### src/sv/carf_pkg.sv
// Shared types, codes and helpers of the rectangle fill engine.
// No dependencies.
`timescale 1ns / 1ps

package carf_pkg;

    // Command action codes
    localparam logic [1:0] ACT_FILL     = 2'd0;
    localparam logic [1:0] ACT_OUTLINE  = 2'd1;
    localparam logic [1:0] ACT_READ     = 2'd2;
    localparam logic [1:0] ACT_RESERVED = 2'd3;

    // Pixel operation codes between walker and pixel engine
    typedef logic [1:0] t_pix_op;
    localparam t_pix_op OP_WRITE = 2'd0;
    localparam t_pix_op OP_BLEND = 2'd1;
    localparam t_pix_op OP_READ  = 2'd2;

    // Alpha thresholds and blend constants
    localparam logic [7:0]  ALPHA_OPAQUE = 8'd250;
    localparam logic [7:0]  ALPHA_FULL   = 8'd255;
    localparam logic [15:0] DIV_BIAS     = 16'd257;

    typedef struct packed {
        logic [4:0] red;
        logic [5:0] green;
        logic [4:0] blue;
    } t_rgb565;

    typedef struct packed {
        logic [1:0]         action;
        logic signed [11:0] origin_x;
        logic signed [11:0] origin_y;
        logic signed [11:0] rect_width;
        logic signed [11:0] rect_height;
        logic [7:0]         opacity;
    } t_cmd;

    typedef struct packed {
        t_rgb565    color;
        logic [7:0] alpha;
    } t_paint;

    // Walker to pixel engine request
    typedef struct packed {
        logic    valid;
        t_pix_op op;
    } t_pix_ctl;

    // Pixel engine status back to walker and top
    typedef struct packed {
        logic    ready;
        logic    rd_valid;
        t_rgb565 rd_pixel;
    } t_pix_sts;

    // Fast divide by 255 for blend sums below 2^14
    function automatic logic [7:0] div255(input logic [13:0] v);
        logic [15:0] t;
        t = {2'b00, v} + (({2'b00, v} + DIV_BIAS) >> 8);
        return t[15:8];
    endfunction

endpackage

### src/sv/carf_pix.sv
// Pixel engine: replace, read-modify-write blend and pixel read on the frame store.
// Depends on carf_pkg; drives the ports of one carf_ram.
`timescale 1ns / 1ps

module carf_pix #(
    parameter int ADDR_W = 17
) (
    input  logic               i_clk,
    input  logic               i_rst_n,
    input  carf_pkg::t_pix_ctl i_ctl,
    input  logic [ADDR_W-1:0]  i_addr,
    input  carf_pkg::t_paint   i_paint,
    input  logic [15:0]        i_rdata,
    output carf_pkg::t_pix_sts o_sts,
    output logic               o_we,
    output logic [ADDR_W-1:0]  o_waddr,
    output logic [15:0]        o_wdata,
    output logic               o_re,
    output logic [ADDR_W-1:0]  o_raddr
);

    localparam logic [1:0] P_IDLE = 2'd0;
    localparam logic [1:0] P_MUL  = 2'd1;
    localparam logic [1:0] P_WR   = 2'd2;
    localparam logic [1:0] P_RD   = 2'd3;

    logic [1:0]        r_state, n_state;
    logic [ADDR_W-1:0] r_addr;
    logic [13:0]       r_sr, r_sg, r_sb;
    logic [13:0]       n_sr, n_sg, n_sb;
    logic [7:0]        inv;
    logic              take;
    carf_pkg::t_rgb565 old_px, blend_px;

    // One request at a time: a blend finishes its write before the next read
    assign take   = (r_state == P_IDLE) && i_ctl.valid;
    assign old_px = carf_pkg::t_rgb565'(i_rdata);
    assign inv    = carf_pkg::ALPHA_FULL - i_paint.alpha;

    // Blend sums, per channel c*a + old*(255-a)
    assign n_sr = 14'(i_paint.color.red) * 14'(i_paint.alpha) + 14'(old_px.red) * 14'(inv);
    assign n_sg = 14'(i_paint.color.green) * 14'(i_paint.alpha)
                + 14'(old_px.green) * 14'(inv);
    assign n_sb = 14'(i_paint.color.blue) * 14'(i_paint.alpha)
                + 14'(old_px.blue) * 14'(inv);

    assign blend_px.red   = 5'(carf_pkg::div255(r_sr));
    assign blend_px.green = 6'(carf_pkg::div255(r_sg));
    assign blend_px.blue  = 5'(carf_pkg::div255(r_sb));

    always_comb begin
        n_state = r_state;
        unique case (r_state)
            P_IDLE: begin
                if (take) begin
                    unique case (i_ctl.op)
                        carf_pkg::OP_BLEND: n_state = P_MUL;
                        carf_pkg::OP_READ:  n_state = P_RD;
                        default:            n_state = P_IDLE;
                    endcase
                end
            end
            P_MUL:   n_state = P_WR;
            P_WR:    n_state = P_IDLE;
            default: n_state = P_IDLE;
        endcase
    end

    always_ff @(posedge i_clk) begin
        if (!i_rst_n) begin
            r_state <= P_IDLE;
        end else begin
            r_state <= n_state;
        end
    end

    always_ff @(posedge i_clk) begin
        if (take) begin
            r_addr <= i_addr;
        end
        if (r_state == P_MUL) begin
            r_sr <= n_sr;
            r_sg <= n_sg;
            r_sb <= n_sb;
        end
    end

    // Memory port control
    assign o_re    = take && ((i_ctl.op == carf_pkg::OP_BLEND) || (i_ctl.op == carf_pkg::OP_READ));
    assign o_raddr = i_addr;
    assign o_we    = (take && (i_ctl.op == carf_pkg::OP_WRITE)) || (r_state == P_WR);
    assign o_waddr = (r_state == P_WR) ? r_addr : i_addr;
    assign o_wdata = (r_state == P_WR) ? 16'(blend_px) : 16'(i_paint.color);

    assign o_sts.ready    = (r_state == P_IDLE);
    assign o_sts.rd_valid = (r_state == P_RD);
    assign o_sts.rd_pixel = old_px;

endmodule

### config.mk
export PLATFORM = sky130hd
export DESIGN_NAME = carf_pix
export DESIGN_NICKNAME = d
export VERILOG_FILES = /design/src/sv/carf_pkg.sv /design/src/sv/carf_pix.sv
export SDC_FILE = /design/constraint.sdc
export NUM_CORES = 1
export LEC_CHECK = 0
export ABC_AREA = 1
export ABC_CLOCK_PERIOD_IN_PS = 5300
export BUFFER_PORTS_ARGS = -buffer_cell sky130_fd_sc_hd__clkbuf_2
export CORE_UTILIZATION = 50
export DETAILED_ROUTE_END_ITERATION = 16
export PLACE_DENSITY = 0.82
export SLEW_MARGIN = 20
export SYNTH_ARGS = -nofsm -noshare
export SYNTH_HDL_FRONTEND = slang
export SYNTH_SLANG_ARGS = --single-unit
### constraint.sdc
create_clock -name i_clk -period 5.3 [get_ports i_clk]
set_input_delay 0.795 -clock i_clk [delete_from_list [all_inputs] [get_ports i_clk]]
set_output_delay 0.795 -clock i_clk [all_outputs]
set_load 0.005 [all_outputs]
==> flow_summary_export.csv <==
group,metric,value,unit
place,dp.cells,1968,
cells_and_area,ff_latch_area,0.00181,mm^2
floorplan,rows,56,
sta,slew_headroom,32.7,%
sta,maxSlewViolCount,0,
critical_path,required,5.38,ns
detailed_routing,avgRoutedWirePerCell,13.9,um
sta,fmax,198,MHz
critical_path,r2r-start,"r_state[1]$_SDFFE_PN0P_",
synthesis,synth.distinct_cells,36,
detailed_routing,drt-total-wl,27600,um
cells_and_area,drive_gt1_share,13.3,%
sta,fin_crit_sh,95.4,%
floorplan,die_area,0.0247,mm^2
global_routing,grt_max_degree,43,
critical_path,critPathKind,"in2reg",
pwr,share_comb_of_total_power,75.2,%
detailed_routing,drt-vias-per-instance,5.01,
synthesis,ys.warnings.count,0,
cts,clockRootBuffer,"clkbuf_16",
detailed_routing,antenna_left,0,
cts,cts_buffer_depth,2,
critical_path,r2r-end,"r_addr[15]$_DFFE_PP_",
cts,path_clk_slew,0.06,ns
synthesis,synth_cells,1539,
pwr,p_sw,3.08,mW
sta,setup_viol,0,
critical_path,path_max_fanout,12,
cells_and_area,fillers,2036,
critical_path,ff2ff_setup_slack,3.85,ns
place,gp_congestion,0.900,
synthesis,syn_avg_cell_area,7.81,um^2
global_routing,grt_pass1_vias,10100,
pwr,pwr_density_cell,471,mW/mm^2
critical_path,r2r_cells,4,
cts,clkLatencyLatePin,0.33,ns
floorplan,coreArea,0.0235,mm^2
cells_and_area,instances_no_fill,1985,
critical_path,endpoint,"r_sb[10]$_DFFE_PP_",
pwr,p_clk_share,9.6,%
pwr,vdd_ir_drop_max,0.000358,V
detailed_routing,num_vias,9939,
global_routing,grt_usage,23.6,%
detailed_routing,drt_iter0_markers,701,
sta,fin_crit,5.06,ns
outcome,status,"finished clean",
critical_path,cp-end-kind,"register",
place,dp_slack,-0.104,ns
run,maxCapViolations,0,
critical_path,critical_path.startpoint,"i_paint[1]",
pwr,p_seq_share,15.2,%
pwr,p_sw_share,48.5,%
critical_path,cp-start-kind,"primary input",
place,portBuffers,131,
cells_and_area,final_nets,2028,
cts,cts_tree,"yes",
global_routing,antenna_found_initial,0,
critical_path,cp.arrival,5.13,ns
place,hpwl,23500,um
detailed_routing,drc_errors,0,
cts,postCtsSetupBuffers,0,
cts,h-tree-depth,3,
floorplan,die_w,157,um
sta,setup_ws,0.245,ns
place,placed_cell_area,0.0131,mm^2
floorplan,start_util,51.0,%
synthesis,synth_area,0.0120,mm^2
synthesis,yosysSeqAreaShare,15.1,%
global_routing,grt_overflow,0,
cells_and_area,syn_to_final_growth,12.3,%
floorplan,io_pins,132,
synthesis,ys_ff_latch,61,
min_path,hp-class,"reg2reg",
sta,rsz0062_at_grt,"false",
global_routing,grt_pass1_wl,46100,um
cts,cts_hold_buf,0,
cts,cts_sinks,61,
pwr,p_leak,7.69,nW
pwr,p_int,3.27,mW
detailed_routing,firstDrtPassIters,5,
cells_and_area,finalInstanceArea,0.0135,mm^2
cts,cts_buffers,9,
sta,skew,0.00836,ns
sta,hold_violations,0,
cells_and_area,multi_input_area,0.00845,mm^2
floorplan,fp.dieH,157,um
sta,tightest_slew,1.01,ns
cells_and_area,diodes,0,
-- sequential cells by signal, summed over array words and instances (netlist names) --
name / count
r_state: 2
r_sr: 14
r_sg: 14
r_sb: 14
r_addr: 17
-- how the worst min path moves through the flow --
stage | from | end | slack [ns] | cells after the start
detailed placement | r_state[0]$_SDFFE_PN0P_ | r_state[1]$_SDFFE_PN0P_ | 0.53 | 2
global route | r_state[0]$_SDFFE_PN0P_ | r_state[1]$_SDFFE_PN0P_ | 0.56 | 2
global placement | r_state[0]$_SDFFE_PN0P_ | r_state[1]$_SDFFE_PN0P_ | 0.53 | 2
finish | r_state[0]$_SDFFE_PN0P_ | r_state[1]$_SDFFE_PN0P_ | 0.54 | 2
floorplan | r_state[1]$_SDFFE_PN0P_ | r_state[1]$_SDFFE_PN0P_ | 0.47 | 1
CTS | r_state[0]$_SDFFE_PN0P_ | r_state[1]$_SDFFE_PN0P_ | 0.54 | 2
-- power by group through the flow --
| stage | sequential (mW) | clock, mW | combinational, mW |
|---|---|---|---|
| final | 0.968 | 0.607 | 4.77 |
| after global routing | 0.978 | 0.632 | 5.48 |
| after CTS | 0.964 | 0.614 | 4.78 |
| after detailed placement | 0.974 | 0 | 4.75 |
| after global placement | 0.971 | 0 | 4.53 |
| after floorplan | 0.946 | 0 | 3.58 |
-- layout by cell type, fill, tap and decap left out, types with 2 or more instances in the layout --
cell and instances:
nand2_1 388, inv_1 357, fa_1 178, nor2_1 135, clkbuf_2 131, ha_1 127
edfxtp_1 59, nand3_1 55, buf_4 51, a21oi_1 48, xor2_1 33, nand4_1 13
o21ai_0 13, xnor2_1 11, clkbuf_16 9, nand2_2 8, nor3_1 5, buf_12 5
a21o_1 4, nor2_2 3, conb_1 3, and3_1 2, o21bai_1 2, o21ai_1 2
nand3b_1 2, clkbuf_8 2, inv_6 2, clkinv_4 2, dfxtp_1 2
-- per-stage QoR --
| stage | hold WS [ns] | power (mW) | setup TNS, ns | util, % |
|---|---|---|---|---|
| global route | 0.559 | 7.09 | 0 | 57.3 |
| detailed placement | 0.527 | 5.72 | -0.341 | 55.8 |
| global placement | 0.526 | 5.50 | -0.0318 | 55.8 |
| floorplan | 0.466 | 4.53 | -0.00168 | - |
| finish | 0.539 | 6.35 | 0 | 57.3 |
| CTS | 0.539 | 6.36 | 0 | 57.2 |
-- critical path: stages --
cell	delay (ns)
clkbuf_2	0.20
buf_12	0.17
nand2_1	0.07
fa_1	0.51
inv_1	0.05
fa_1	0.50
inv_1	0.06
fa_1	0.55
fa_1	0.45
fa_1	0.51
inv_1	0.05
ha_1	0.32
a21oi_1	0.17
nand2_1	0.10
a21oi_1	0.17
o21ai_0	0.15
a21oi_1	0.20
xor2_1	0.09
-- Yosys cell counts --
library cell  number  share of area, %
buf_2              1             0.042
xnor2_1           11              0.80
nand3_1           55               2.3
nand3_2            1             0.083
xor2_1            33               2.4
nand2_4            1             0.094
nor3_1             5              0.21
a211oi_1           1             0.062
clkbuf_1          39               1.2
dfxtp_1            2              0.33
o211ai_1           1             0.062
nand2_1          388                12
edfxtp_1          59                15
ha_1             127                13
inv_1            358                11
or2_1              1             0.052
o21a_1             1             0.062
nand3b_1           2              0.12
o21ai_0           13              0.54
buf_1              5              0.16
a21oi_1           48               2.0
o31ai_1            1             0.062
nor2_1           136               4.2
conb_1             1             0.031
buf_4             34               2.1
nor4_1             1             0.052
o21bai_1           2              0.12
nor3_2             1             0.083
nor2_2             3              0.16
nor3_4             1              0.14
a21o_1             4              0.25
fa_1             178                30
and3_1             2              0.10
nand4_1           13              0.68
nand2_2            8              0.42
o21ai_1            2             0.083
-- metal layers --
layer / track usage, % / wire (um)
met5: 0 / 0
met1: 29.7 / 11900
met2: 41.5 / 13300
met3: 3.28 / 1700
met4: 8.04 / 728
-- kinds of logic (layout without fill, tap and decap cells) --
family | count (synthesis) | after routing | synth area share, %
and+or+nand+nor | 618 | 618 | 20.8
buffers and inverters | 437 | 562 | 14.7
adders and majority gates | 305 | 305 | 42.9
AOI/OAI and AO/OA | 73 | 73 | 3.25
DFF | 61 | 61 | 15.1
xor gates and xnor gates | 44 | 44 | 3.21
other | 1 | 3 | 0.0312
-- area by class of cell --
cell class                 count  share of cell area (%)
multi-input combinational   1043                    62.7
sequential                    61                    13.4
clock buffer                  11                    1.87
clock inverter                 5                   0.482
tap                          319                    2.96
inverter                     358                    9.96
timing repair buffer         188                    8.64
-- repair_timing --
action	4_1_cts	5_1_grt
hold endpoints to repair	0	0
gates resized for setup	0	1
endpoints found under the setup margin	0	1
(Power assumes the default switching activity.)
