==> config.mk <==
export PLATFORM = sky130hd
export DESIGN_NAME = carf_walk
export DESIGN_NICKNAME = d
export VERILOG_FILES = /design/src/sv/carf_pkg.sv /design/src/sv/carf_walk.sv
export SDC_FILE = /design/constraint.sdc
export NUM_CORES = 1
export LEC_CHECK = 0
export BUFFER_PORTS_ARGS = -buffer_cell sky130_fd_sc_hd__buf_2
export CAP_MARGIN = 10
export CORE_MARGIN = 8
export CORE_UTILIZATION = 40
export CTS_CLUSTER_SIZE = 28
export DETAILED_ROUTE_END_ITERATION = 12
export GPL_TIMING_DRIVEN = 0
export PLACE_DENSITY = 0.66
export SYNTH_ARGS = -nofsm -noshare
export SYNTH_HDL_FRONTEND = slang
export SYNTH_SLANG_ARGS = --single-unit
==> constraint.sdc <==
create_clock -name i_clk -period 8.1 [get_ports i_clk]
set_input_delay 0.81 -clock i_clk [delete_from_list [all_inputs] [get_ports i_clk]]
set_output_delay 0.81 -clock i_clk [all_outputs]
set_load 0.02 [all_outputs]
==> src/sv/carf_pkg.sv <==
// Shared types, codes and helpers of the rectangle fill engine.
// No dependencies.
`timescale 1ns / 1ps

package carf_pkg;

    // Command action codes
    localparam logic [1:0] ACT_FILL     = 2'd0;
    localparam logic [1:0] ACT_OUTLINE  = 2'd1;
    localparam logic [1:0] ACT_READ     = 2'd2;
    localparam logic [1:0] ACT_RESERVED = 2'd3;

    // Pixel operation codes between walker and pixel engine
    typedef logic [1:0] t_pix_op;
    localparam t_pix_op OP_WRITE = 2'd0;
    localparam t_pix_op OP_BLEND = 2'd1;
    localparam t_pix_op OP_READ  = 2'd2;

    // Alpha thresholds and blend constants
    localparam logic [7:0]  ALPHA_OPAQUE = 8'd250;
    localparam logic [7:0]  ALPHA_FULL   = 8'd255;
    localparam logic [15:0] DIV_BIAS     = 16'd257;

    typedef struct packed {
        logic [4:0] red;
        logic [5:0] green;
        logic [4:0] blue;
    } t_rgb565;

    typedef struct packed {
        logic [1:0]         action;
        logic signed [11:0] origin_x;
        logic signed [11:0] origin_y;
        logic signed [11:0] rect_width;
        logic signed [11:0] rect_height;
        logic [7:0]         opacity;
    } t_cmd;

    typedef struct packed {
        t_rgb565    color;
        logic [7:0] alpha;
    } t_paint;

    // Walker to pixel engine request
    typedef struct packed {
        logic    valid;
        t_pix_op op;
    } t_pix_ctl;

    // Pixel engine status back to walker and top
    typedef struct packed {
        logic    ready;
        logic    rd_valid;
        t_rgb565 rd_pixel;
    } t_pix_sts;

    // Fast divide by 255 for blend sums below 2^14
    function automatic logic [7:0] div255(input logic [13:0] v);
        logic [15:0] t;
        t = {2'b00, v} + (({2'b00, v} + DIV_BIAS) >> 8);
        return t[15:8];
    endfunction

endpackage

==> src/sv/carf_walk.sv <==
// Edge splitting, clipping and raster walk of one command.
// Depends on carf_pkg; feeds carf_pix one pixel word per handshake.
`timescale 1ns / 1ps

module carf_walk #(
    parameter int FRAME_WIDTH  = 320,
    parameter int FRAME_HEIGHT = 240
) (
    input  logic                                         i_clk,
    input  logic                                         i_rst_n,
    input  logic                                         i_start,
    input  carf_pkg::t_cmd                               i_cmd,
    input  carf_pkg::t_pix_sts                           i_pix_sts,
    output logic                                         o_busy,
    output carf_pkg::t_pix_ctl                           o_ctl,
    output logic [$clog2(FRAME_WIDTH*FRAME_HEIGHT)-1:0]  o_addr
);

    localparam int XW = $clog2(FRAME_WIDTH + 1);
    localparam int YW = $clog2(FRAME_HEIGHT + 1);
    localparam int AW = $clog2(FRAME_WIDTH * FRAME_HEIGHT);
    localparam logic signed [14:0] FwS = 15'(FRAME_WIDTH);
    localparam logic signed [14:0] FhS = 15'(FRAME_HEIGHT);

    localparam logic [1:0] W_IDLE = 2'd0;
    localparam logic [1:0] W_EDGE = 2'd1;
    localparam logic [1:0] W_BASE = 2'd2;
    localparam logic [1:0] W_RUN  = 2'd3;

    logic [1:0]         r_state, n_state;
    logic [1:0]         r_edge, n_edge;
    logic [1:0]         r_last;
    carf_pkg::t_pix_op  r_op;
    logic [XW-1:0]      r_x0, r_x1, r_cx;
    logic [YW-1:0]      r_y0, r_y1, r_cy;
    logic [AW-1:0]      r_row;

    logic signed [13:0] xs, ys, ws, hs;
    logic signed [13:0] ex, ey, ew, eh;
    logic signed [14:0] ex_w, ey_w, x_lo, y_lo, x_hi, y_hi;
    logic               empty, last_edge, take, no_work;
    logic               col_end, row_end;

    // Command fields, sign extended
    assign xs = {{2{i_cmd.origin_x[11]}}, i_cmd.origin_x};
    assign ys = {{2{i_cmd.origin_y[11]}}, i_cmd.origin_y};
    assign ws = {{2{i_cmd.rect_width[11]}}, i_cmd.rect_width};
    assign hs = {{2{i_cmd.rect_height[11]}}, i_cmd.rect_height};

    // Current edge rectangle: fill and read use edge 0 only
    always_comb begin
        unique case (r_edge)
            2'd0: begin
                ex = xs;
                ey = ys;
                ew = (i_cmd.action == carf_pkg::ACT_READ) ? 14'sd1 : ws;
                eh = (i_cmd.action == carf_pkg::ACT_FILL) ? hs : 14'sd1;
            end
            2'd1: begin
                ex = xs;
                ey = ys + hs;
                ew = ws;
                eh = 14'sd1;
            end
            2'd2: begin
                ex = xs;
                ey = ys;
                ew = 14'sd1;
                eh = hs;
            end
            default: begin
                ex = xs + ws;
                ey = ys;
                ew = 14'sd1;
                eh = hs;
            end
        endcase
    end

    // Clip to the frame, exclusive upper bounds
    always_comb begin
        ex_w  = {ex[13], ex};
        ey_w  = {ey[13], ey};
        x_lo  = ex[13] ? 15'sd0 : ex_w;
        y_lo  = ey[13] ? 15'sd0 : ey_w;
        x_hi  = ex_w + {ew[13], ew};
        y_hi  = ey_w + {eh[13], eh};
        if (x_hi > FwS) begin
            x_hi = FwS;
        end
        if (y_hi > FhS) begin
            y_hi = FhS;
        end
        empty = (ew <= 14'sd0) || (eh <= 14'sd0) || (x_lo >= x_hi) || (y_lo >= y_hi);
    end

    assign last_edge = (r_edge == r_last);
    assign take      = (r_state == W_RUN) && i_pix_sts.ready;
    assign col_end   = ((r_cx + XW'(1)) == r_x1);
    assign row_end   = ((r_cy + YW'(1)) == r_y1);
    assign no_work   = (i_cmd.action == carf_pkg::ACT_RESERVED) ||
                       ((i_cmd.action != carf_pkg::ACT_READ) && (i_cmd.opacity == 8'd0));

    // Sequencer
    always_comb begin
        n_state = r_state;
        n_edge  = r_edge;
        unique case (r_state)
            W_IDLE: begin
                if (i_start && !no_work) begin
                    n_state = W_EDGE;
                    n_edge  = 2'd0;
                end
            end
            W_EDGE: begin
                if (!empty) begin
                    n_state = W_BASE;
                end else if (last_edge) begin
                    n_state = W_IDLE;
                end else begin
                    n_edge = r_edge + 2'd1;
                end
            end
            W_BASE: begin
                n_state = W_RUN;
            end
            default: begin
                if (take && col_end && row_end) begin
                    if (last_edge) begin
                        n_state = W_IDLE;
                    end else begin
                        n_state = W_EDGE;
                        n_edge  = r_edge + 2'd1;
                    end
                end
            end
        endcase
    end

    always_ff @(posedge i_clk) begin
        if (!i_rst_n) begin
            r_state <= W_IDLE;
            r_edge  <= 2'd0;
        end else begin
            r_state <= n_state;
            r_edge  <= n_edge;
        end
    end

    // Per-command setup, bounds and raster position
    always_ff @(posedge i_clk) begin
        if (r_state == W_IDLE && i_start) begin
            r_last <= (i_cmd.action == carf_pkg::ACT_OUTLINE) ? 2'd3 : 2'd0;
            if (i_cmd.action == carf_pkg::ACT_READ) begin
                r_op <= carf_pkg::OP_READ;
            end else if (i_cmd.opacity > carf_pkg::ALPHA_OPAQUE) begin
                r_op <= carf_pkg::OP_WRITE;
            end else begin
                r_op <= carf_pkg::OP_BLEND;
            end
        end
        if (r_state == W_EDGE) begin
            r_x0 <= XW'(x_lo);
            r_x1 <= XW'(x_hi);
            r_y0 <= YW'(y_lo);
            r_y1 <= YW'(y_hi);
        end
        if (r_state == W_BASE) begin
            r_row <= AW'(AW'(r_y0) * AW'(FRAME_WIDTH));
            r_cx  <= r_x0;
            r_cy  <= r_y0;
        end
        if (take) begin
            if (col_end) begin
                r_cx  <= r_x0;
                r_cy  <= r_cy + YW'(1);
                r_row <= r_row + AW'(FRAME_WIDTH);
            end else begin
                r_cx <= r_cx + XW'(1);
            end
        end
    end

    assign o_busy      = (r_state != W_IDLE);
    assign o_ctl.valid = (r_state == W_RUN);
    assign o_ctl.op    = r_op;
    assign o_addr      = r_row + AW'(r_cx);

endmodule

==> results of run 1 <==
## kinds of logic after synthesis
kind of cell    Yosys count  synth area share (%)
fa+ha+maj               112                  17.1
simple gates            391                  23.7
buf+inv                  79                  3.78
compound gates          256                  20.9
flops                    75                  23.8
mux                      30                  3.76
xor+xnor                 62                  6.92
## area by class of cell
class                           instances  area [µm²]  area share, %
Multi-Input combinational cell        851        6190           64.3
Sequential cell                        75        2020           21.0
Timing Repair Buffer                   83         420           4.37
Tap cell                              275         344           3.58
Clock buffer                           11         243           2.53
Inverter                               50         188           1.95
Buffer                                 29         133           1.38
Clock inverter                          5        77.6          0.807
## stage by stage
step	area [µm²]	power, mW	utilization (%)	setup slack (ps)	TNS, ps
floorplan	8480	1.73	-	992	0
global placement	9230	2.05	44.2	22.1	0
detailed placement	9230	2.07	44.2	-85.7	-217
CTS	9550	2.50	45.7	233	0
global route	9610	2.73	46.0	-27.5	-32.7
finish	9610	2.51	46.0	546	0
## what timing repair did
| action | in CTS | in global routing |
|---|---|---|
| resized for setup | 0 | 12 |
| endpoints found under the setup margin | 0 | 4 |
| buffers inserted | 0 | 2 |
## worst min-delay path: stages (launching register included)
cell and delay [ps]:
dfxtp_1 330, o21ai_0 80, nand2_1 50
## routing by layer
layer	part of all wire [%]	vias up	track usage, %
met3	4.6	22	3.18
met4	1.5	2	4.12
met1	50	3529	21.8
li1	-	3916	-
met5	0.047	-	0
met2	44	157	25.7
## layout by cell type, fill, tap and decap left out, types with 9 or more instances in the layout
cell type    n
nor3_1      30
o21ai_0     59
nor2b_1     28
and3_1      19
clkbuf_1    22
o211a_1     10
a21oi_1     52
or3_1        9
nand2b_1    19
and2_1      34
dfxtp_1     23
xnor2_1     34
xor2_1      25
nor2_1      82
buf_2       85
a21o_1      20
mux2_2      15
nand2_1     86
mux2i_1     15
ha_1       105
nand3_1     33
inv_1       48
edfxtp_1    52
clkbuf_16    9
## power by group through the flow
stage	combinational (mW)	sequential [mW]	clock, mW
after CTS	1.43	0.643	0.432
after floorplan	1.11	0.624	0
after global routing	1.62	0.659	0.449
after global placement	1.40	0.649	0
after detailed placement	1.42	0.650	0
final	1.45	0.644	0.423
## path summary, 6_finish.rpt
check,from,to,slack [ps]
min reg2reg,r_cy[7]$_DFF_P_,r_cy[7]$_DFF_P_,500
max,i_cmd[8],r_edge[0]$_SDFFE_PN0P_,550
max reg2reg,r_edge[0]$_SDFFE_PN0P_,r_edge[0]$_SDFFE_PN0P_,930
min,r_cy[7]$_DFF_P_,r_cy[7]$_DFF_P_,500
## cell usage after synthesis (all sizes together) (5+ instances only)
cell     instances  area (µm²)
or4              6        48.8
nand3           33         165
nor2            83         314
nand4            5        31.3
or2              5        31.3
or3              9        56.3
edfxtp          52        1560
nand2b          19         119
a31oi            5        31.3
o21a             7        52.6
o211ai           5        42.5
ha             106        1330
a311oi           8        70.1
o21ai           60         300
fa               6         120
o31ai            7        52.6
mux2i           15         150
nor3b            7        52.6
dfxtp           23         460
nand2           86         323
nor2b           29         184
a21o            20         150
inv             48         180
and2            37         234
o22ai            5        31.3
a21boi           7        52.6
a21oi           52         260
o31a             5        43.8
a211o            7        61.3
a211oi           8        60.1
clkbuf          21        78.8
xor2            25         219
and3            19         119
nor4             6        37.5
nor3            30         150
buf              8        53.8
o211a           10         100
a2111oi          7        61.3
mux2            15         169
xnor2           34         298
## flip-flops by register name (all words and copies together), names as in the netlist
| signal | cells |
|---|---|
| r_row | 17 |
| r_cx | 9 |
| r_x0 | 9 |
| r_x1 | 9 |
| r_cy | 8 |
| r_y0 | 8 |
| r_y1 | 8 |
| r_edge | 2 |
| r_op | 2 |
| r_state | 2 |
| r_last | 1 |
==> metrics.yaml, run 1 <==
clock_latency_ps: 340
ys_warn_count: 0
outcome: "finished, final reports clean"
finalHoldViolCount: 0
wirelength_mm: 21.3
drtAntennaViolNets: 0
cp.arrival_ps: 7820
clock_sinks: 75
synthToLayoutAreaGrowth_pct: 13.3
crit_type: "primary input to flop"
crit_fanout: 10
avgSynthCellArea_um2: 8.44
min_period_over_period_pct: 93.3
vias_per_cell: 5.53
hold_buffers: 0
dp_cells: 1361
instances_no_fill: 1379
drv_cap: 0
port_buffers: 81
synth_area_um2: 8480
endpoint_kind: "flop"
vias: 7626
grt_antenna_before_repair: 1
worstPathRequired_ps: 8370
worst_ir_drop_vdd_mv: 0.116
cts_buffer_depth: 2
cp_top_family: "compound AO/OA/AOI/OAI gates"
ys_ff_latch: 75
worst_setup_hold_path_clk_slew_ps: 60
drt_iter0_markers: 379
clock_skew_ps: 8.93
crit_buf_inv: 3
leakagePower_nw: 4.26
cts_buffers: 9
finalCriticalPeriod_ps: 7550
ys.flop_type: "edfxtp_1"
fill_cells: 2070
yosysSeqAreaShare_pct: 23.8
h-tree-depth: 3
grt_remaining_overflow: 0
p_int_mw: 1.46
power.share.sequential_pct: 25.6
rows: 53
cts_tree: "built"
pwr-share-comb_pct: 57.5
cp.depth: 30
synth-async-reset-ratio_pct: 0
grt_first_pass_wirelength_mm: 35.0
drive_gt1_share_pct: 13.2
whs_ps: 500
core_um2: 20900
ff2ff_path_depth: 25
critPathLaunchType: "primary input"
setup_violations: 0
ios: 100
grt_pass1_vias: 7144
p_per_area_nw_per_um2: 261
die_h_um: 162
post_synth_num_cell_types: 86
place_congestion: 0.893
grt_max_degree: 39
route.detailed.drc: 0
fmax_mhz: 132
tightest_slew_ps: 829
hp-class: "flop to flop"
fp.dieW_um: 162
wl_per_cell_um: 15.5
max_stage_delay_ps: 510
synth_edf_count: 52
p_clk_share_pct: 16.8
grtUsageTotal_pct: 16.1
dp_hpwl_mm: 17.6
cts_root_buffer: "clkbuf_16"
slew_headroom_pct: 44.7
p_sw_mw: 1.06
die_area_um2: 26100
fin_nets: 1290
firstDrtPassIters: 5
syn_nets: 1196
crit_slowest_cell: "or4b_1"
hold_path_depth: 2
report.final.slew_viol_count: 0
synthCells: 1005
p_sw_share_pct: 42.0
antenna_cells: 0
start_util_pct: 40.6
No activity file was read; power rests on OpenSTA's default activity.
==> inputs of run 2 (changes only) <==
- PLACE_DENSITY: 0.66 -> 0.69
- clock period: 8.1 -> 6.75 ns (I/O delays scaled with it)
==> run 2 against run 1 <==
  * Sequential share of layout area is 1.1 points lower
  * Non-clock buffer count is 16 higher
  * Routed wire length is 3.9% higher
  * Critical path depth is 1 lower
  * Critical endpoint unchanged
  * Largest power group unchanged
==> metrics.yaml, run 2 (synthesis gave the netlist of run 1 again) <==
r2r_end: "r_edge[0]$_SDFFE_PN0P_"  # unchanged
cp_top_family: "simple AND/OR/NAND/NOR gates"  # was compound AO/OA/AOI/OAI gates
whs_ps: 499  # was 500 ps
h-tree-depth: 3  # unchanged
critPathLaunchType: "primary input"  # unchanged
report.final.slew_viol_count: 0  # unchanged
holdPathEnd: "r_row[6]$_DFF_P_"  # was r_cy[7]$_DFF_P_
clock_sinks: 75  # unchanged
drv_cap: 0  # unchanged
die_area_um2: 26100  # unchanged
grtUsageTotal_pct: 16.5  # was 16.1%
leakagePower_nw: 4.40  # was 4.26 nW
clock_latency_ps: 340  # about the same
grt_max_degree: 39  # unchanged
largest_register: "r_row"  # unchanged
max_stage_delay_ps: 600  # was 510 ps
p_per_area_nw_per_um2: 319  # was 261 nW/µm²
hold_path_depth: 1  # was 2
cts_buffer_depth: 2  # unchanged
tightest_slew_ps: 833  # was 829 ps
crit_buf_inv: 3  # unchanged
rows: 53  # unchanged
finalCriticalPeriod_ps: 6620
grt_first_pass_wirelength_mm: 35.9  # was 35.0 mm
cp.arrival_ps: 6890  # was 7820 ps
hold_path_startpoint: "r_row[6]$_DFF_P_"  # was r_cy[7]$_DFF_P_
dp_hpwl_mm: 17.5  # was 17.6 mm
fp.dieW_um: 162  # unchanged
firstDrtPassIters: 5  # unchanged
cts_buffers: 9  # unchanged
cts_root_buffer: "clkbuf_16"  # unchanged
outcome: "finished, final reports clean"  # unchanged
vias: 7826  # was 7,626
crit_slowest_cell: "or4_4"  # was or4b_1
crit_fanout: 7  # was 10
finalHoldViolCount: 0  # unchanged
fin_nets: 1306  # was 1,290
crit_type: "primary input to flop"  # unchanged
critical_path.reg2reg.startpoint: "r_edge[0]$_SDFFE_PN0P_"  # unchanged
drive_gt1_share_pct: 20.6  # was 13.2%
final_cell_mix: "91 x ha_1, 87 x buf_2, 86 x nand2_1, 81 x nor2_1, 52 x edfxtp_1"  # was 105 x ha_1, 86 x nand2_1, 85 x buf_2, 82 x nor2_1, 59 x o21ai_0
ff2ff_path_depth: 24  # was 25
route.detailed.drc: 0  # unchanged
cts_tree: "built"  # unchanged
ios: 100  # unchanged
layout_commonest_cell: "ha_1"  # unchanged
drt_iter0_markers: 438  # was 379
drtAntennaViolNets: 0  # unchanged
wirelength_mm: 22.2  # was 21.3 mm
die_h_um: 162  # unchanged
instances_no_fill: 1395  # was 1,379
start_util_pct: 40.6  # unchanged
slew_headroom_pct: 44.5  # was 44.7%
setup_violations: 0  # unchanged
endpoint_kind: "flop"  # unchanged
synthToLayoutAreaGrowth_pct: 19.7  # was 13.3%
largest_reg_flops: 17  # unchanged
min_period_over_period_pct: 98.0
r2r_slack_ps: 400  # was 930 ps
antenna_cells: 0  # unchanged
grt_pass1_vias: 7353  # was 7,144
dp_cells: 1361  # unchanged
core_um2: 20900  # unchanged
grt_remaining_overflow: 0  # unchanged
grt_antenna_before_repair: 1  # unchanged
vias_per_cell: 5.61  # was 5.53
clock_skew_ps: 7.49  # was 8.93 ps
worst_setup_hold_path_clk_slew_ps: 60  # about the same
hp-class: "flop to flop"  # unchanged
fmax_mhz: 151
place_congestion: 0.880  # was 0.893
worst_ir_drop_vdd_mv: 0.152  # was 0.116 mV
port_buffers: 81  # unchanged
worstPathRequired_ps: 7020  # was 8370 ps
wl_per_cell_um: 15.9  # was 15.5 µm
hold_buffers: 0  # unchanged
[run 2: changes by cell type in the layout (fill, tap and decap cells not counted), sizes merged]
cell      before  now
bufinv         2    1
clkbuf        32   26
buf           91  111
clkinvlp       1    3
clkinv         4    5
[run 2: power breakdown]
| part | internal [mW] | switching, mW |
|---|---|---|
| Clock | 0.284 | 0.185 |
| Combinational | 0.895 | 1.10 |
| Sequential | 0.669 | 0.104 |
| Total | 1.85 | 1.39 |
[run 2: layer usage]
metal / vias to the layer above / track usage (%) / share of wire [%]
met3: 30 / 2.88 / 4.9
met2: 182 / 26.2 / 45
met5: - / 0 / 0.045
li1: 3958 / - / -
met4: 2 / 3.87 / 1.4
met1: 3654 / 22.8 / 48
[run 2: through the flow]
| step | util (%) | power [mW] | setup slack [ps] | setup TNS (ps) | area, µm² |
|---|---|---|---|---|---|
| after floorplan | - | 2.09 | 6.42 | 0 | 8500 |
| after global placement | 44.3 | 2.46 | -922 | -3540 | 9250 |
| after detailed placement | 44.3 | 2.50 | -967 | -3730 | 9250 |
| after CTS | 46.8 | 3.07 | 3.33 | 0 | 9780 |
| after global routing | 48.6 | 3.49 | -88.0 | -217 | 10200 |
| final | 48.6 | 3.24 | 132 | 0 | 10200 |
[run 2: worst max path at each step]
stage / endpoint / slack [ps] / depth (start not counted) / from
floorplan: r_edge[0]$_SDFFE_PN0P_ / 6 / 25 / i_cmd[21]
detailed placement: r_edge[0]$_SDFFE_PN0P_ / -970 / 27 / i_cmd[9]
global route: r_edge[1]$_SDFFE_PN0P_ / -90 / 29 / i_cmd[20]
global placement: r_edge[1]$_SDFFE_PN0P_ / -920 / 27 / i_cmd[9]
finish: r_edge[0]$_SDFFE_PN0P_ / 130 / 29 / i_cmd[20]
CTS: r_edge[0]$_SDFFE_PN0P_ / 3 / 31 / i_cmd[8]
[run 2: worst register-to-register path, stage by stage (launching register included)]
cell and delay [ps]:
dfxtp_1 430, ha_2 340, buf_2 310, mux2i_2 130, inv_1 80, ha_1 200
inv_1 70, fa_1 430, xnor2_1 180, nor4b_1 300, mux2i_1 150, o311ai_2 300
a311oi_4 170, or4_4 530, o211ai_4 240, and3_4 230, ha_4 200, a21oi_2 150
nor2_1 60, a2111oi_0 250, or4b_1 470, a311oi_1 190, or3b_4 450, o2111ai_4 230
mux2i_1 190
[run 2: repair_timing]
item | CTS | global route
gates resized for setup | 42 | 66
gates cloned | 0 | 1
setup buffers | 7 | 12
endpoints found under the setup margin | 4 | 4
pin swaps | 14 | 37
[run 2: cell type report]
type,count,area [µm²]
clock buffer,9,225
tap,275,344
buffer,27,140
timing repair buffer,101,553
inverter,50,191
multi-input combinational,851,6610
sequential,75,2020
fill,2029,10700
clock inverter,7,68.8
==> inputs of run 3 (changes only) <==
- CORE_ASPECT_RATIO: unset -> 0.9
==> run 3 against run 2 <==
  * Sequential share of layout area down 0.75 points
  * Combinational power is 9% higher
  * Final area is 4.0% higher
  * Worst setup slack lost 100 ps
  * Cell count is 2.4% higher
  * Register-to-register slack worse by 250 ps
  * Critical path depth is 4 lower
  * First-iteration DRC count increased by 34%
  * Core utilization increased by 2.1 points
  * Largest power group unchanged
  * Critical endpoint unchanged
  * Sequential cell count stayed put
  * Die area hardly changed
==> metrics.yaml, run 3 (synthesis gave the netlist of run 1 again) <==
p_clk_share_pct: 14.4  # was 14.5%
fin_nets: 1329  # was 1,306
drv_cap: 0  # unchanged
p_per_area_nw_per_um2: 325  # was 319 nW/µm²
rows: 50  # was 53
cts_tree: "built"  # unchanged
cp-startpoint: "i_cmd[21]"  # was i_cmd[20]
crit_type: "primary input to flop"  # unchanged
worstPathRequired_ps: 7010  # was 7020 ps
clock_latency_ps: 330  # was 340 ps
register_area_um2: 2020  # about the same
vias: 7968  # was 7,826
max_stage_delay_ps: 590  # was 600 ps
grt_pass1_vias: 7581  # was 7,353
start_util_pct: 40.7  # was 40.6%
route.detailed.drc: 0  # unchanged
finalHoldViolCount: 0  # unchanged
largest_register: "r_row"  # unchanged
drive_gt1_share_pct: 23.6  # was 20.6%
cts_buffers: 9  # unchanged
antenna_cells: 0  # unchanged
grt_remaining_overflow: 0  # unchanged
dp_hpwl_mm: 17.6  # was 17.5 mm
pwr-share-comb_pct: 63.1  # was 61.6%
report.final.slew_viol_count: 0  # unchanged
p_int_mw: 1.99  # was 1.85 mW
tightest_slew_ps: 824  # was 833 ps
power.share.sequential_pct: 22.5  # was 23.9%
grt_max_degree: 39  # unchanged
ios: 100  # unchanged
drt_iter0_markers: 585  # was 438
place_congestion: 0.903  # was 0.880
setup_violations: 0  # unchanged
setup_tns_ps: 0  # unchanged
final_cell_mix: "90 x ha_1, 86 x nand2_1, 84 x buf_2, 81 x nor2_1, 52 x edfxtp_1"  # was 91 x ha_1, 87 x buf_2, 86 x nand2_1, 81 x nor2_1, 52 x edfxtp_1
endpoint_kind: "flop"  # unchanged
fill_cells: 1935  # was 2,029
core_um2: 20800  # was 20,900 µm²
wl_per_cell_um: 16.3  # was 15.9 µm
min_period_over_period_pct: 99.5  # was 98.0%
worst_ir_drop_vdd_mv: 0.142  # was 0.152 mV
hp-class: "flop to flop"  # unchanged
grtUsageTotal_pct: 16.9  # was 16.5%
slew_headroom_pct: 45.0  # was 44.5%
whs_ps: 511  # was 499 ps
grt_first_pass_wirelength_mm: 36.7  # was 35.9 mm
clock_skew_ps: 7.88  # was 7.49 ps
fp.dieW_um: 169  # was 162 µm
cts_root_buffer: "clkbuf_16"  # unchanged
h-tree-depth: 3  # unchanged
p_sw_mw: 1.44  # was 1.39 mW
port_buffers: 81  # unchanged
hold_buffers: 0  # unchanged
final_util_pct: 50.7  # was 48.6%
ff2ff_path_depth: 25  # was 24
multi_input_area_um2: 6760  # was 6610 µm²
drtAntennaViolNets: 0  # unchanged
r2r_slack_ps: 150  # was 400 ps
crit_fanout: 10  # was 7
finalCriticalPeriod_ps: 6720  # was 6620 ps
worst_setup_hold_path_clk_slew_ps: 60  # about the same
totalPowerFinal_mw: 3.43  # was 3.24 mW
die_area_um2: 26100  # about the same
worstSetupEndpoint: "r_edge[0]$_SDFFE_PN0P_"  # unchanged
outcome: "finished, final reports clean"  # unchanged
wirelength_mm: 23.3  # was 22.2 mm
leakagePower_nw: 4.56  # was 4.40 nW
r2r_end: "r_edge[0]$_SDFFE_PN0P_"  # unchanged
fmax_mhz: 149  # was 151 MHz
critPathLaunchType: "primary input"  # unchanged
synthToLayoutAreaGrowth_pct: 24.5  # was 19.7%
cp.arrival_ps: 6980  # was 6890 ps
vias_per_cell: 5.58  # was 5.61
firstDrtPassIters: 5  # unchanged
die_h_um: 154  # was 162 µm
p_sw_share_pct: 42.1  # was 42.9%
crit_slowest_cell: "or4_4"  # unchanged
cts_buffer_depth: 2  # unchanged
critical_path.reg2reg.startpoint: "r_edge[1]$_SDFFE_PN0P_"  # was r_edge[0]$_SDFFE_PN0P_
grt_antenna_before_repair: 0  # was 1
layout_commonest_cell: "ha_1"  # unchanged
clock_sinks: 75  # unchanged
largest_reg_flops: 17  # unchanged
==> run 3: changes by cell type in the layout (fill, tap and decap cells not counted), moves of 3 or more <==
cell     delta
buf_2       -3
nor3_1      -3
o31ai_4     +3
nor3_2      +3
buf_4      +23
ha_4        +3
==> run 3: cell type report <==
cell class	count	share of cell area, %
Multi-Input combinational cell	851	64.0
Sequential cell	75	19.2
Timing Repair Buffer	125	7.32
Tap cell	286	3.39
Clock buffer	9	2.13
Inverter	50	1.84
Buffer	26	1.37
Clock inverter	7	0.782
==> run 3: how the worst min path moves through the flow <==
stage | slack (ps) | endpoint | startpoint | depth (start not counted)
floorplan | 460 | r_cy[7]$_DFF_P_ | r_cy[7]$_DFF_P_ | 2
global placement | 490 | r_row[6]$_DFF_P_ | r_row[6]$_DFF_P_ | 1
detailed placement | 500 | r_cy[7]$_DFF_P_ | r_cy[7]$_DFF_P_ | 2
CTS | 510 | r_cy[7]$_DFF_P_ | r_cy[7]$_DFF_P_ | 2
global route | 540 | r_edge[1]$_SDFFE_PN0P_ | r_edge[1]$_SDFFE_PN0P_ | 2
finish | 510 | r_row[16]$_DFF_P_ | r_row[16]$_DFF_P_ | 1
==> run 3: power groups by stage <==
stage               combinational [mW]  sequential (mW)  clock, mW
global route                      2.38            0.790      0.517
detailed placement                1.71            0.781          0
finish                            2.16            0.773      0.494
floorplan                         1.34            0.749          0
CTS                               1.84            0.772      0.501
global placement                  1.68            0.780          0
==> run 3: metal layers <==
| metal | global-route usage, % | wire (µm) | part of all wire (%) |
|---|---|---|---|
| met1 | 23.8 | 11300 | 49 |
| met3 | 2.61 | 1250 | 5.4 |
| met5 | 0 | 0 | 0 |
| met4 | 5.52 | 496 | 2.1 |
| met2 | 25.7 | 10200 | 44 |
==> run 3: through the flow <==
| step | setup slack (ps) | area (µm²) | cells |
|---|---|---|---|
| floorplan | 6.42 | 8500 | 1005 |
| global placement | -970 | 9270 | 1372 |
| detailed placement | -994 | 9270 | 1372 |
| CTS | 4.44 | 9890 | 1405 |
| global route | -252 | 10600 | 1429 |
| finish | 31.5 | 10600 | 1429 |
==> run 3: critical path, delay by kind of cell <==
kind                       cells  cell delay [ps]
AOI/OAI and AO/OA              9             2350
xor gates and xnor gates       1               90
adders and majority gates      3              850
buffers and inverters          1              120
muxes                          2              530
and+or+nand+nor                9             2350
==> run 3: timing repair <==
| action | in CTS | in global routing |
|---|---|---|
| setup endpoints to repair | 4 | 4 |
| cloned | 0 | 1 |
| gates resized for setup | 44 | 101 |
| pin swaps | 19 | 55 |
| setup buffers | 19 | 24 |
